$ cat src/rtl/aicp_pkg.sv
// Package of the AIFF/AIFF-C chunk parser: phase type, status codes and chunk IDs.
// No dependencies; used by aicp_out_if, the top level and the checker.
package aicp_pkg;

  localparam int unsigned DEF_OFFSET_BITS = 33;

  localparam int unsigned HDR_BYTES         = 12;
  localparam int unsigned CKHDR_BYTES       = 8;
  localparam int unsigned COMM_LEN_AIFF     = 18;
  localparam int unsigned COMM_LEN_AIFC_MIN = 23;
  localparam int unsigned COMM_FIELD_BYTES  = 8;
  localparam int unsigned CODEC_FIRST       = 18;
  localparam int unsigned CODEC_LAST        = 21;

  // Offsets inside the file header.
  localparam int unsigned POS_FORM_END = 3;
  localparam int unsigned POS_SIZE_END = 7;
  localparam int unsigned POS_TYPE_END = 11;

  localparam logic [31:0] ID_FORM = 32'h464F524D;
  localparam logic [31:0] ID_AIFF = 32'h41494646;
  localparam logic [31:0] ID_AIFC = 32'h41494643;
  localparam logic [31:0] ID_COMM = 32'h434F4D4D;
  localparam logic [31:0] ID_NONE = 32'h4E4F4E45;

  typedef logic [3:0] status_t;

  localparam status_t ST_OK        = 4'd0;
  localparam status_t ST_TOO_SMALL = 4'd1;
  localparam status_t ST_BAD_FORM  = 4'd2;
  localparam status_t ST_BAD_TYPE  = 4'd3;
  localparam status_t ST_SHORT     = 4'd4;
  localparam status_t ST_CK_HDR    = 4'd5;
  localparam status_t ST_CK_SIZE   = 4'd6;
  localparam status_t ST_DUP_COMM  = 4'd7;
  localparam status_t ST_COMM_LEN  = 4'd8;
  localparam status_t ST_CODEC     = 4'd9;
  localparam status_t ST_NO_COMM   = 4'd10;

  typedef enum logic [1:0] {
    PH_HEADER,
    PH_CKHDR,
    PH_DATA,
    PH_DONE
  } phase_t;

endpackage

$ cat src/rtl/aicp_in_if.sv
// Input byte channel of the AIFF chunk parser: valid/ready plus one file byte.
// Depends on nothing.
interface aicp_in_if;
  logic       valid;
  logic       ready;
  logic [7:0] data_byte;
  logic       last_byte;

  modport source (output valid, output data_byte, output last_byte, input ready);
  modport sink (input valid, input data_byte, input last_byte, output ready);
endinterface

$ cat src/rtl/aicp_out_if.sv
// Result channel of the AIFF chunk parser: valid/ready plus the parse result.
// Depends on aicp_pkg for the status type.
interface aicp_out_if;
  import aicp_pkg::*;

  logic        valid;
  logic        ready;
  status_t     status;
  logic        is_compressed_form;
  logic [15:0] channel_count;
  logic [31:0] frame_count;
  logic [15:0] sample_bits;

  modport source (output valid, output status, output is_compressed_form,
                  output channel_count, output frame_count, output sample_bits,
                  input ready);
  modport sink (input valid, input status, input is_compressed_form,
                input channel_count, input frame_count, input sample_bits,
                output ready);
endinterface

$ cat src/rtl/aiff_container_chunk_parser_top.sv
// Top level of the streaming AIFF/AIFF-C chunk parser.
// Depends on aicp_pkg, aicp_in_if and aicp_out_if.
//
//   channel  | modport | payload                                          | beat
//   in_ch    | sink    | data_byte, last_byte                             | one file byte
//   out_ch   | source  | status, is_compressed_form, channel_count,       | one result
//            |         | frame_count, sample_bits                         |
//
// One byte is taken per cycle unless the input stalls. The parse state is updated
// as each byte is accepted, the result register with the final byte; the result
// shows in the cycle after it. in_ch.ready is low only while reset is low or while
// a result sits in the output register and out_ch.ready is low. Synchronous reset
// clears the parse state and the output valid; a result clears it the same way.
module aiff_container_chunk_parser_top #(
  parameter int unsigned OFFSET_BITS = aicp_pkg::DEF_OFFSET_BITS
) (
  input  logic     clk,
  input  logic     rst_n,
  aicp_in_if.sink   in_ch,
  aicp_out_if.source out_ch
);
  import aicp_pkg::*;

  localparam int unsigned WB = (OFFSET_BITS > 34) ? OFFSET_BITS : 34;
  localparam logic [OFFSET_BITS-1:0] OFF_MAX = {OFFSET_BITS{1'b1}};

  // Parse state.
  logic [OFFSET_BITS-1:0] off_r, off_nxt;
  phase_t                 phase_r, phase_nxt;
  logic [OFFSET_BITS-1:0] body_end_r, body_end_nxt;
  logic [63:0]            hs_r, hs_nxt;
  logic [32:0]            cr_r, cr_nxt;
  logic                   is_comm_r, is_comm_nxt;
  logic                   comm_seen_r, comm_seen_nxt;
  logic                   aifc_r, aifc_nxt;
  logic [63:0]            cf_r, cf_nxt;
  logic [31:0]            codec_r, codec_nxt;
  status_t                err_r, err_nxt;

  // Result register.
  logic        out_valid_r;
  status_t     status_r, status_nxt;
  logic        cmp_r, cmp_nxt;
  logic [15:0] chan_r;
  logic [31:0] frame_r;
  logic [15:0] sbits_r;
  logic [63:0] fields_nxt;

  logic                   accept;
  logic [OFFSET_BITS-1:0] count;
  logic [OFFSET_BITS-1:0] left;
  logic [OFFSET_BITS-1:0] first_left;
  logic [63:0]            hs_shift;
  logic [31:0]            hdr_sz;
  logic [32:0]            pad_new;
  logic [32:0]            pad_cur;
  logic [32:0]            idx;
  logic [32:0]            cr_dec;
  logic [WB-1:0]          end_w;
  logic                   nc_go;
  logic [OFFSET_BITS-1:0] nc_left;
  logic                   ck_err;

  assign in_ch.ready = rst_n && (!out_valid_r || out_ch.ready);
  assign accept      = in_ch.valid && in_ch.ready;

  always_comb begin
    off_nxt       = off_r;
    phase_nxt     = phase_r;
    body_end_nxt  = body_end_r;
    hs_nxt        = hs_r;
    cr_nxt        = cr_r;
    is_comm_nxt   = is_comm_r;
    comm_seen_nxt = comm_seen_r;
    aifc_nxt      = aifc_r;
    cf_nxt        = cf_r;
    codec_nxt     = codec_r;
    err_nxt       = err_r;
    nc_go         = 1'b0;
    nc_left       = '0;
    ck_err        = 1'b0;

    count      = (off_r != OFF_MAX) ? off_r + 1'b1 : off_r;
    left       = (body_end_r > count) ? body_end_r - count : '0;
    first_left = (body_end_r > OFFSET_BITS'(HDR_BYTES))
                 ? body_end_r - OFFSET_BITS'(HDR_BYTES) : '0;
    hs_shift   = {hs_r[55:0], in_ch.data_byte};
    hdr_sz     = hs_shift[31:0];
    pad_new    = {1'b0, hdr_sz} + {32'd0, hdr_sz[0]};
    pad_cur    = {1'b0, hs_r[31:0]} + {32'd0, hs_r[0]};
    idx        = pad_cur - cr_r;
    cr_dec     = cr_r - 33'd1;
    end_w      = WB'(hs_shift[31:0]) + WB'(CKHDR_BYTES);

    unique case (phase_r)
      PH_HEADER: begin
        if (off_r < OFFSET_BITS'(HDR_BYTES)) begin
          hs_nxt = hs_shift;
          if (off_r == OFFSET_BITS'(POS_FORM_END) && hs_shift[31:0] != ID_FORM) begin
            err_nxt   = ST_BAD_FORM;
            phase_nxt = PH_DONE;
          end else if (off_r == OFFSET_BITS'(POS_SIZE_END)) begin
            body_end_nxt = (end_w > WB'(OFF_MAX)) ? OFF_MAX : end_w[OFFSET_BITS-1:0];
          end else if (off_r == OFFSET_BITS'(POS_TYPE_END)) begin
            if (hs_shift[31:0] == ID_AIFC || hs_shift[31:0] == ID_AIFF) begin
              aifc_nxt = (hs_shift[31:0] == ID_AIFC);
              nc_go    = 1'b1;
              nc_left  = first_left;
            end else begin
              err_nxt   = ST_BAD_TYPE;
              phase_nxt = PH_DONE;
            end
          end
        end
      end
      PH_CKHDR: begin
        hs_nxt = hs_shift;
        cr_nxt = cr_dec;
        if (cr_dec == '0) begin
          if (hdr_sz == '1 || WB'(pad_new) > WB'(left)) begin
            err_nxt   = ST_CK_SIZE;
            phase_nxt = PH_DONE;
          end else begin
            is_comm_nxt = (hs_shift[63:32] == ID_COMM);
            if (is_comm_nxt) begin
              if (comm_seen_r) begin
                ck_err  = 1'b1;
                err_nxt = ST_DUP_COMM;
              end else begin
                comm_seen_nxt = 1'b1;
                if (aifc_r ? (hdr_sz < 32'(COMM_LEN_AIFC_MIN))
                           : (hdr_sz != 32'(COMM_LEN_AIFF))) begin
                  ck_err  = 1'b1;
                  err_nxt = ST_COMM_LEN;
                end
              end
            end
            if (ck_err) begin
              phase_nxt = PH_DONE;
            end else if (pad_new == '0) begin
              nc_go   = 1'b1;
              nc_left = left;
            end else begin
              phase_nxt = PH_DATA;
              cr_nxt    = pad_new;
            end
          end
        end
      end
      PH_DATA: begin
        if (is_comm_r) begin
          if (idx < 33'(COMM_FIELD_BYTES)) begin
            cf_nxt = {cf_r[55:0], in_ch.data_byte};
          end else if (idx >= 33'(CODEC_FIRST) && idx <= 33'(CODEC_LAST)) begin
            codec_nxt = {codec_r[23:0], in_ch.data_byte};
          end
          // The codec word is complete on its fourth byte.
          if (idx == 33'(CODEC_LAST) && aifc_r && codec_nxt != ID_NONE) begin
            ck_err  = 1'b1;
            err_nxt = ST_CODEC;
          end
        end
        if (ck_err) begin
          phase_nxt = PH_DONE;
        end else begin
          cr_nxt = cr_dec;
          if (cr_dec == '0) begin
            nc_go   = 1'b1;
            nc_left = left;
          end
        end
      end
      default: begin
      end
    endcase

    // Decide what follows a finished chunk or the file header.
    if (nc_go) begin
      if (nc_left == '0) begin
        phase_nxt = PH_DONE;
      end else if (nc_left < OFFSET_BITS'(CKHDR_BYTES)) begin
        err_nxt   = ST_CK_HDR;
        phase_nxt = PH_DONE;
      end else begin
        phase_nxt = PH_CKHDR;
        hs_nxt    = '0;
        cr_nxt    = 33'(CKHDR_BYTES);
      end
    end

    off_nxt = count;

    // A file under the header size outranks all; a short file outranks any chunk error but not a bad header.
    if (count < OFFSET_BITS'(HDR_BYTES)) begin
      status_nxt = ST_TOO_SMALL;
    end else if (err_nxt == ST_BAD_FORM || err_nxt == ST_BAD_TYPE) begin
      status_nxt = err_nxt;
    end else if (count < body_end_nxt) begin
      status_nxt = ST_SHORT;
    end else if (err_nxt != ST_OK) begin
      status_nxt = err_nxt;
    end else if (!comm_seen_nxt) begin
      status_nxt = ST_NO_COMM;
    end else begin
      status_nxt = ST_OK;
    end
    cmp_nxt = (status_nxt == ST_TOO_SMALL || status_nxt == ST_BAD_FORM ||
               status_nxt == ST_BAD_TYPE) ? 1'b0 : aifc_nxt;
    fields_nxt = (status_nxt == ST_OK) ? cf_nxt : '0;

    // The state returns to its reset value after the final byte.
    if (in_ch.last_byte) begin
      off_nxt       = '0;
      phase_nxt     = PH_HEADER;
      body_end_nxt  = '0;
      hs_nxt        = '0;
      cr_nxt        = '0;
      is_comm_nxt   = 1'b0;
      comm_seen_nxt = 1'b0;
      aifc_nxt      = 1'b0;
      cf_nxt        = '0;
      codec_nxt     = '0;
      err_nxt       = ST_OK;
    end
  end

  always_ff @(posedge clk) begin
    if (!rst_n) begin
      off_r       <= '0;
      phase_r     <= PH_HEADER;
      body_end_r  <= '0;
      hs_r        <= '0;
      cr_r        <= '0;
      is_comm_r   <= 1'b0;
      comm_seen_r <= 1'b0;
      aifc_r      <= 1'b0;
      cf_r        <= '0;
      codec_r     <= '0;
      err_r       <= ST_OK;
    end else if (accept) begin
      off_r       <= off_nxt;
      phase_r     <= phase_nxt;
      body_end_r  <= body_end_nxt;
      hs_r        <= hs_nxt;
      cr_r        <= cr_nxt;
      is_comm_r   <= is_comm_nxt;
      comm_seen_r <= comm_seen_nxt;
      aifc_r      <= aifc_nxt;
      cf_r        <= cf_nxt;
      codec_r     <= codec_nxt;
      err_r       <= err_nxt;
    end
  end

  always_ff @(posedge clk) begin
    if (!rst_n) begin
      out_valid_r <= 1'b0;
    end else if (out_ch.ready || !out_valid_r) begin
      out_valid_r <= accept && in_ch.last_byte;
    end
  end

  always_ff @(posedge clk) begin
    if (accept && in_ch.last_byte) begin
      status_r                   <= status_nxt;
      cmp_r                      <= cmp_nxt;
      {chan_r, frame_r, sbits_r} <= fields_nxt;
    end
  end

  assign out_ch.valid              = out_valid_r;
  assign out_ch.status             = status_r;
  assign out_ch.is_compressed_form = cmp_r;
  assign out_ch.channel_count      = chan_r;
  assign out_ch.frame_count        = frame_r;
  assign out_ch.sample_bits        = sbits_r;

endmodule

$ cat src/flat_wrapper.sv
// flat-port wrapper written by rule: the top's interface ports become plain ports
module aiff_container_chunk_parser_top_flat import aicp_pkg::*;
#(
  parameter int unsigned OFFSET_BITS = aicp_pkg::DEF_OFFSET_BITS
)
  (clk, rst_n, in_ch_valid, in_ch_data_byte, in_ch_last_byte, in_ch_ready, out_ch_valid, out_ch_status, out_ch_is_compressed_form, out_ch_channel_count, out_ch_frame_count, out_ch_sample_bits, out_ch_ready);
  aicp_in_if in_ch_i ();
  aicp_out_if out_ch_i ();
  input  logic clk;
  input  logic rst_n;
  input wire logic [$bits(in_ch_i.valid)-1:0] in_ch_valid;
  input wire logic [$bits(in_ch_i.data_byte)-1:0] in_ch_data_byte;
  input wire logic [$bits(in_ch_i.last_byte)-1:0] in_ch_last_byte;
  output wire logic [$bits(in_ch_i.ready)-1:0] in_ch_ready;
  output wire logic [$bits(out_ch_i.valid)-1:0] out_ch_valid;
  output wire logic [$bits(out_ch_i.status)-1:0] out_ch_status;
  output wire logic [$bits(out_ch_i.is_compressed_form)-1:0] out_ch_is_compressed_form;
  output wire logic [$bits(out_ch_i.channel_count)-1:0] out_ch_channel_count;
  output wire logic [$bits(out_ch_i.frame_count)-1:0] out_ch_frame_count;
  output wire logic [$bits(out_ch_i.sample_bits)-1:0] out_ch_sample_bits;
  input wire logic [$bits(out_ch_i.ready)-1:0] out_ch_ready;
  assign in_ch_i.valid = in_ch_valid;
  assign in_ch_i.data_byte = in_ch_data_byte;
  assign in_ch_i.last_byte = in_ch_last_byte;
  assign in_ch_ready = in_ch_i.ready;
  assign out_ch_valid = out_ch_i.valid;
  assign out_ch_status = out_ch_i.status;
  assign out_ch_is_compressed_form = out_ch_i.is_compressed_form;
  assign out_ch_channel_count = out_ch_i.channel_count;
  assign out_ch_frame_count = out_ch_i.frame_count;
  assign out_ch_sample_bits = out_ch_i.sample_bits;
  assign out_ch_i.ready = out_ch_ready;
  aiff_container_chunk_parser_top #(.OFFSET_BITS(OFFSET_BITS)) u_core (.clk(clk), .rst_n(rst_n), .in_ch(in_ch_i), .out_ch(out_ch_i));
endmodule
$ cat config.mk
export PLATFORM = sky130hd
export DESIGN_NAME = aiff_container_chunk_parser_top_flat
export DESIGN_NICKNAME = d
export VERILOG_FILES = /design/src/rtl/aicp_pkg.sv /design/src/rtl/aicp_in_if.sv /design/src/rtl/aicp_out_if.sv /design/src/rtl/aiff_container_chunk_parser_top.sv /design/src/flat_wrapper.sv
export SDC_FILE = /design/constraint.sdc
export NUM_CORES = 1
export LEC_CHECK = 0
export BUFFER_PORTS_ARGS = -buffer_cell sky130_fd_sc_hd__buf_2
export CAP_MARGIN = 20
export CORE_MARGIN = 2
export CORE_UTILIZATION = 50
export DETAILED_ROUTE_END_ITERATION = 16
export PLACE_DENSITY = 0.69
export SLEW_MARGIN = 10
export SYNTH_ARGS = -nofsm -noshare
export SYNTH_HDL_FRONTEND = slang
export SYNTH_SLANG_ARGS = --single-unit
export TNS_END_PERCENT = 1
$ cat constraint.sdc
create_clock -name clk -period 17.1 [get_ports clk]
set_clock_uncertainty 0.1 [all_clocks]
set_input_delay 2.565 -clock clk [delete_from_list [all_inputs] [get_ports clk]]
set_output_delay 2.565 -clock clk [all_outputs]
set_load 0.05 [all_outputs]
==> results.yml <==
final_layout:
  instances_no_fill: 3654
  fillCellCount: 4685
  layout.nets: 3135
  drive_above_1_share_pct: 9.83
  syn_to_final_growth_pct: 7.02
  post-route-util_pct: 53.9
placement:
  place_inst: 3582
  portBuffers: 83
  place_congestion: 1.06
  place_ws_ns: 6.07
  dp_hpwl_mm: 68.8
global_routing:
  overflow: 0
  grt_pass1_vias: 23300
  grt_use_total_pct: 33.7
  antenna_found_initial: 2
  grt_max_degree: 98
  grt_pass1_wl_mm: 139
min_path:
  hp-class: "reg -> reg"
  hold_start: "u_core.cf_r[60]"
critical_path:
  worst_path_max_delay_cell: "or4b_4"
  critPathKind: "reg -> reg"
  crit_path_end: "u_core.out_ch.sample_bits[6]"
  arrival_ns: 11.53
  worstPathRequired_ns: 17.29
  r2r_setup_slack_ns: 5.76
  cp_max_fo: 40
  reg2regPathDepth: 30
  crit_path_max_incr_delay_ns: 0.97
  start_kind: "flop"
  crit_start: "u_core.off_r[16]"
  critical_path.endpoint_type: "flop"
  regToRegEndpoint: "u_core.out_ch.sample_bits[6]"
  crit-reg2reg-launch: "u_core.off_r[16]"
power_and_ir_drop:
  post-layout-total-power_mw: 1.91
  p_leak_nw: 10.3
  power_density_nw_per_um2: 71.1
  peakVddDrop_mv: 0.0573
yosys:
  synthArstFlopShare_pct: 0
  synth_area_sq_um: 25100
  synth_cell_types: 102
  ys_top_cells_by_count: "dfxtp_1, nand2_1, o21ai_0, ha_1, a21oi_1"
  avgSynthCellArea_sq_um: 8.34
  synth_area_leaders: "dfxtp_1, ha_1, edfxtp_1"
  synth-edff-count: 69
  synth-main-ff-cell: "dfxtp_1"
  yosys.area.top_type: "dfxtp_1"
  synth_nets: 3195
  ys_ff_latch: 322
  yosysMostFrequentCell: "dfxtp_1"
  synth_top_cell_area_share_pct: 20.2
  yosysSeqAreaShare_pct: 28.4
  synth_warnings: 0
  synthCells: 3011
sta:
  worstMarginPinSlew_ns: 1.26
  setup_ws_ns: 5.76
  hold_viol: 0
  slew_headroom_pct: 14.9
  drv_slew: 0
  min_period_over_period_pct: 66.3
  finalCriticalPeriod_ns: 11.34
  setup-tns-final_ns: 0
  rsz0062_at_grt: "false"
  max_freq_ghz: 0.0881
  setup_violations: 0
route:
  via_per_inst: 6.74
  drt-pass1-iter-count: 7
  drc: 0
  vias: 24600
  routed_wl_mm: 91.2
  routedWlPerCell_um: 24.9
  drt-initial-drc-count: 2767
  postRouteAntennaNets: 0
die:
  core_area_sq_um: 49900
  die-area_sq_um: 52000
  die_w_um: 228
  die_h_um: 228
  rows: 82
  top_level_ports: 84
  start_util_pct: 50.4
status:
  status: "complete, no violations"
cts:
  cts_root_buf: "clkbuf_16"
  clk_path_buf_depth: 3
  numCtsBuffers: 38
  postCtsSetupBuffers: 0
  clkSinkCount: 322
  worstSkewPairLatency_ns: 0.57
  htree_levels: 2
  path_clk_slew_ns: 0.06
  tritoncts: "yes"
  postCtsHoldBufs: 0
  cts_resized: 0
run:
  maxCapViolations: 0
[cell usage in the layout (no fill, tap or decap), drive strengths merged, types with 24 or more instances in the layout]
| cell type | synthesis | layout |
|---|---|---|
| nor2 | 201 | 201 |
| a21oi | 157 | 157 |
| and2 | 45 | 45 |
| nor3 | 89 | 89 |
| nand4 | 97 | 97 |
| ha | 168 | 168 |
| a22oi | 57 | 57 |
| mux2i | 76 | 76 |
| and3 | 38 | 38 |
| dfxtp | 253 | 253 |
| clkbuf | 138 | 55 |
| a211oi | 31 | 31 |
| a21o | 43 | 43 |
| nor4 | 72 | 72 |
| or3 | 40 | 40 |
| edfxtp | 69 | 69 |
| inv | 117 | 118 |
| nand2 | 252 | 252 |
| a31oi | 24 | 24 |
| xor2 | 50 | 50 |
| buf | 62 | 106 |
| nor2b | 78 | 78 |
| a22o | 124 | 124 |
| o21ai | 180 | 180 |
| nand3 | 95 | 95 |
| o22ai | 29 | 29 |
| xnor2 | 96 | 96 |
[final cells by class]
type,instances,area [sq um],share of cell area (%)
multi-input cells,2365,16500,61.6
repair buffers,106,612,2.28
clock inverters,14,203,0.754
well taps,672,841,3.13
diodes,2,5.00,0.0186
clock buffers,55,1080,4.04
flip-flops and latches,322,7140,26.6
inverters,118,443,1.65
[sequential cells by signal (all words and copies together) (netlist names), 2 cells and up]
register and count:
u_core.err_r 4, u_core.phase_r 2, u_core.out_ch.status 4, u_core.cr_r 33, u_core.cf_r 64, u_core.codec_r 24, u_core.body_end_r 33, u_core.out_ch.frame_count 32
u_core.off_r 33, u_core.hs_r 56, u_core.out_ch.sample_bits 16, u_core.out_ch.channel_count 16
[cells by family (layout without fill, tap and decap cells)]
| family | count (synthesis) | count (layout) | share of synthesized area (%) |
|---|---|---|---|
| AND/OR/NAND/NOR | 1124 | 1124 | 25.6 |
| flip-flops | 322 | 322 | 28.4 |
| other | 0 | 2 | 0 |
| adder cells (fa/ha/maj) | 175 | 175 | 8.78 |
| AO/OA/AOI/OAI | 841 | 841 | 23.1 |
| buffers and inverters | 324 | 293 | 5.90 |
| multiplexers | 79 | 79 | 3.16 |
| XOR/XNOR | 146 | 146 | 5.09 |
[report_power, final]
part / total (mW) / internal [mW] / switching (mW)
Clock: 0.840 / 0.492 / 0.348
Sequential: 0.786 / 0.778 / 0.00841
Combinational: 0.284 / 0.101 / 0.183
Total: 1.91 / 1.37 / 0.540
[worst max-delay path: cells and delay by family (launching register included)]
family                   cells  cell delay, ns
AO/OA/AOI/OAI                8            2.19
buffers and inverters        4            1.00
adder cells (fa/ha/maj)      2            0.73
AND/OR/NAND/NOR             15            6.05
flip-flops                   1            0.51
XOR/XNOR                     1            0.46
[how the worst min path moves through the flow]
stage | cells after the start | end | slack, ns
after floorplan | 2 | u_core.comm_seen_r | 0.34
after global placement | 1 | u_core.cf_r[57] | 0.36
after detailed placement | 1 | u_core.hs_r[48] | 0.36
after CTS | 1 | u_core.hs_r[48] | 0.37
after global routing | 1 | u_core.hs_r[40] | 0.41
final | 1 | u_core.cf_r[60] | 0.37
[through the flow]
stage | area [sq um] | hold WS (ns)
2_1_floorplan | 25100 | 0.338
3_3_place_gp | 25500 | 0.355
3_5_place_dp | 25500 | 0.357
4_1_cts | 26800 | 0.374
5_1_grt | 26900 | 0.407
6_report | 26900 | 0.374
[metal layers]
metal  GRT usage (%)  routed length [um]  up-vias
met2            55.6               42200     1306
met5               0                   0        -
met3            5.99                7680      297
met1            42.5               36500    11900
met4            16.5                4770        0
li1                -                   -    11200
Power figures use the tool's default switching activity.
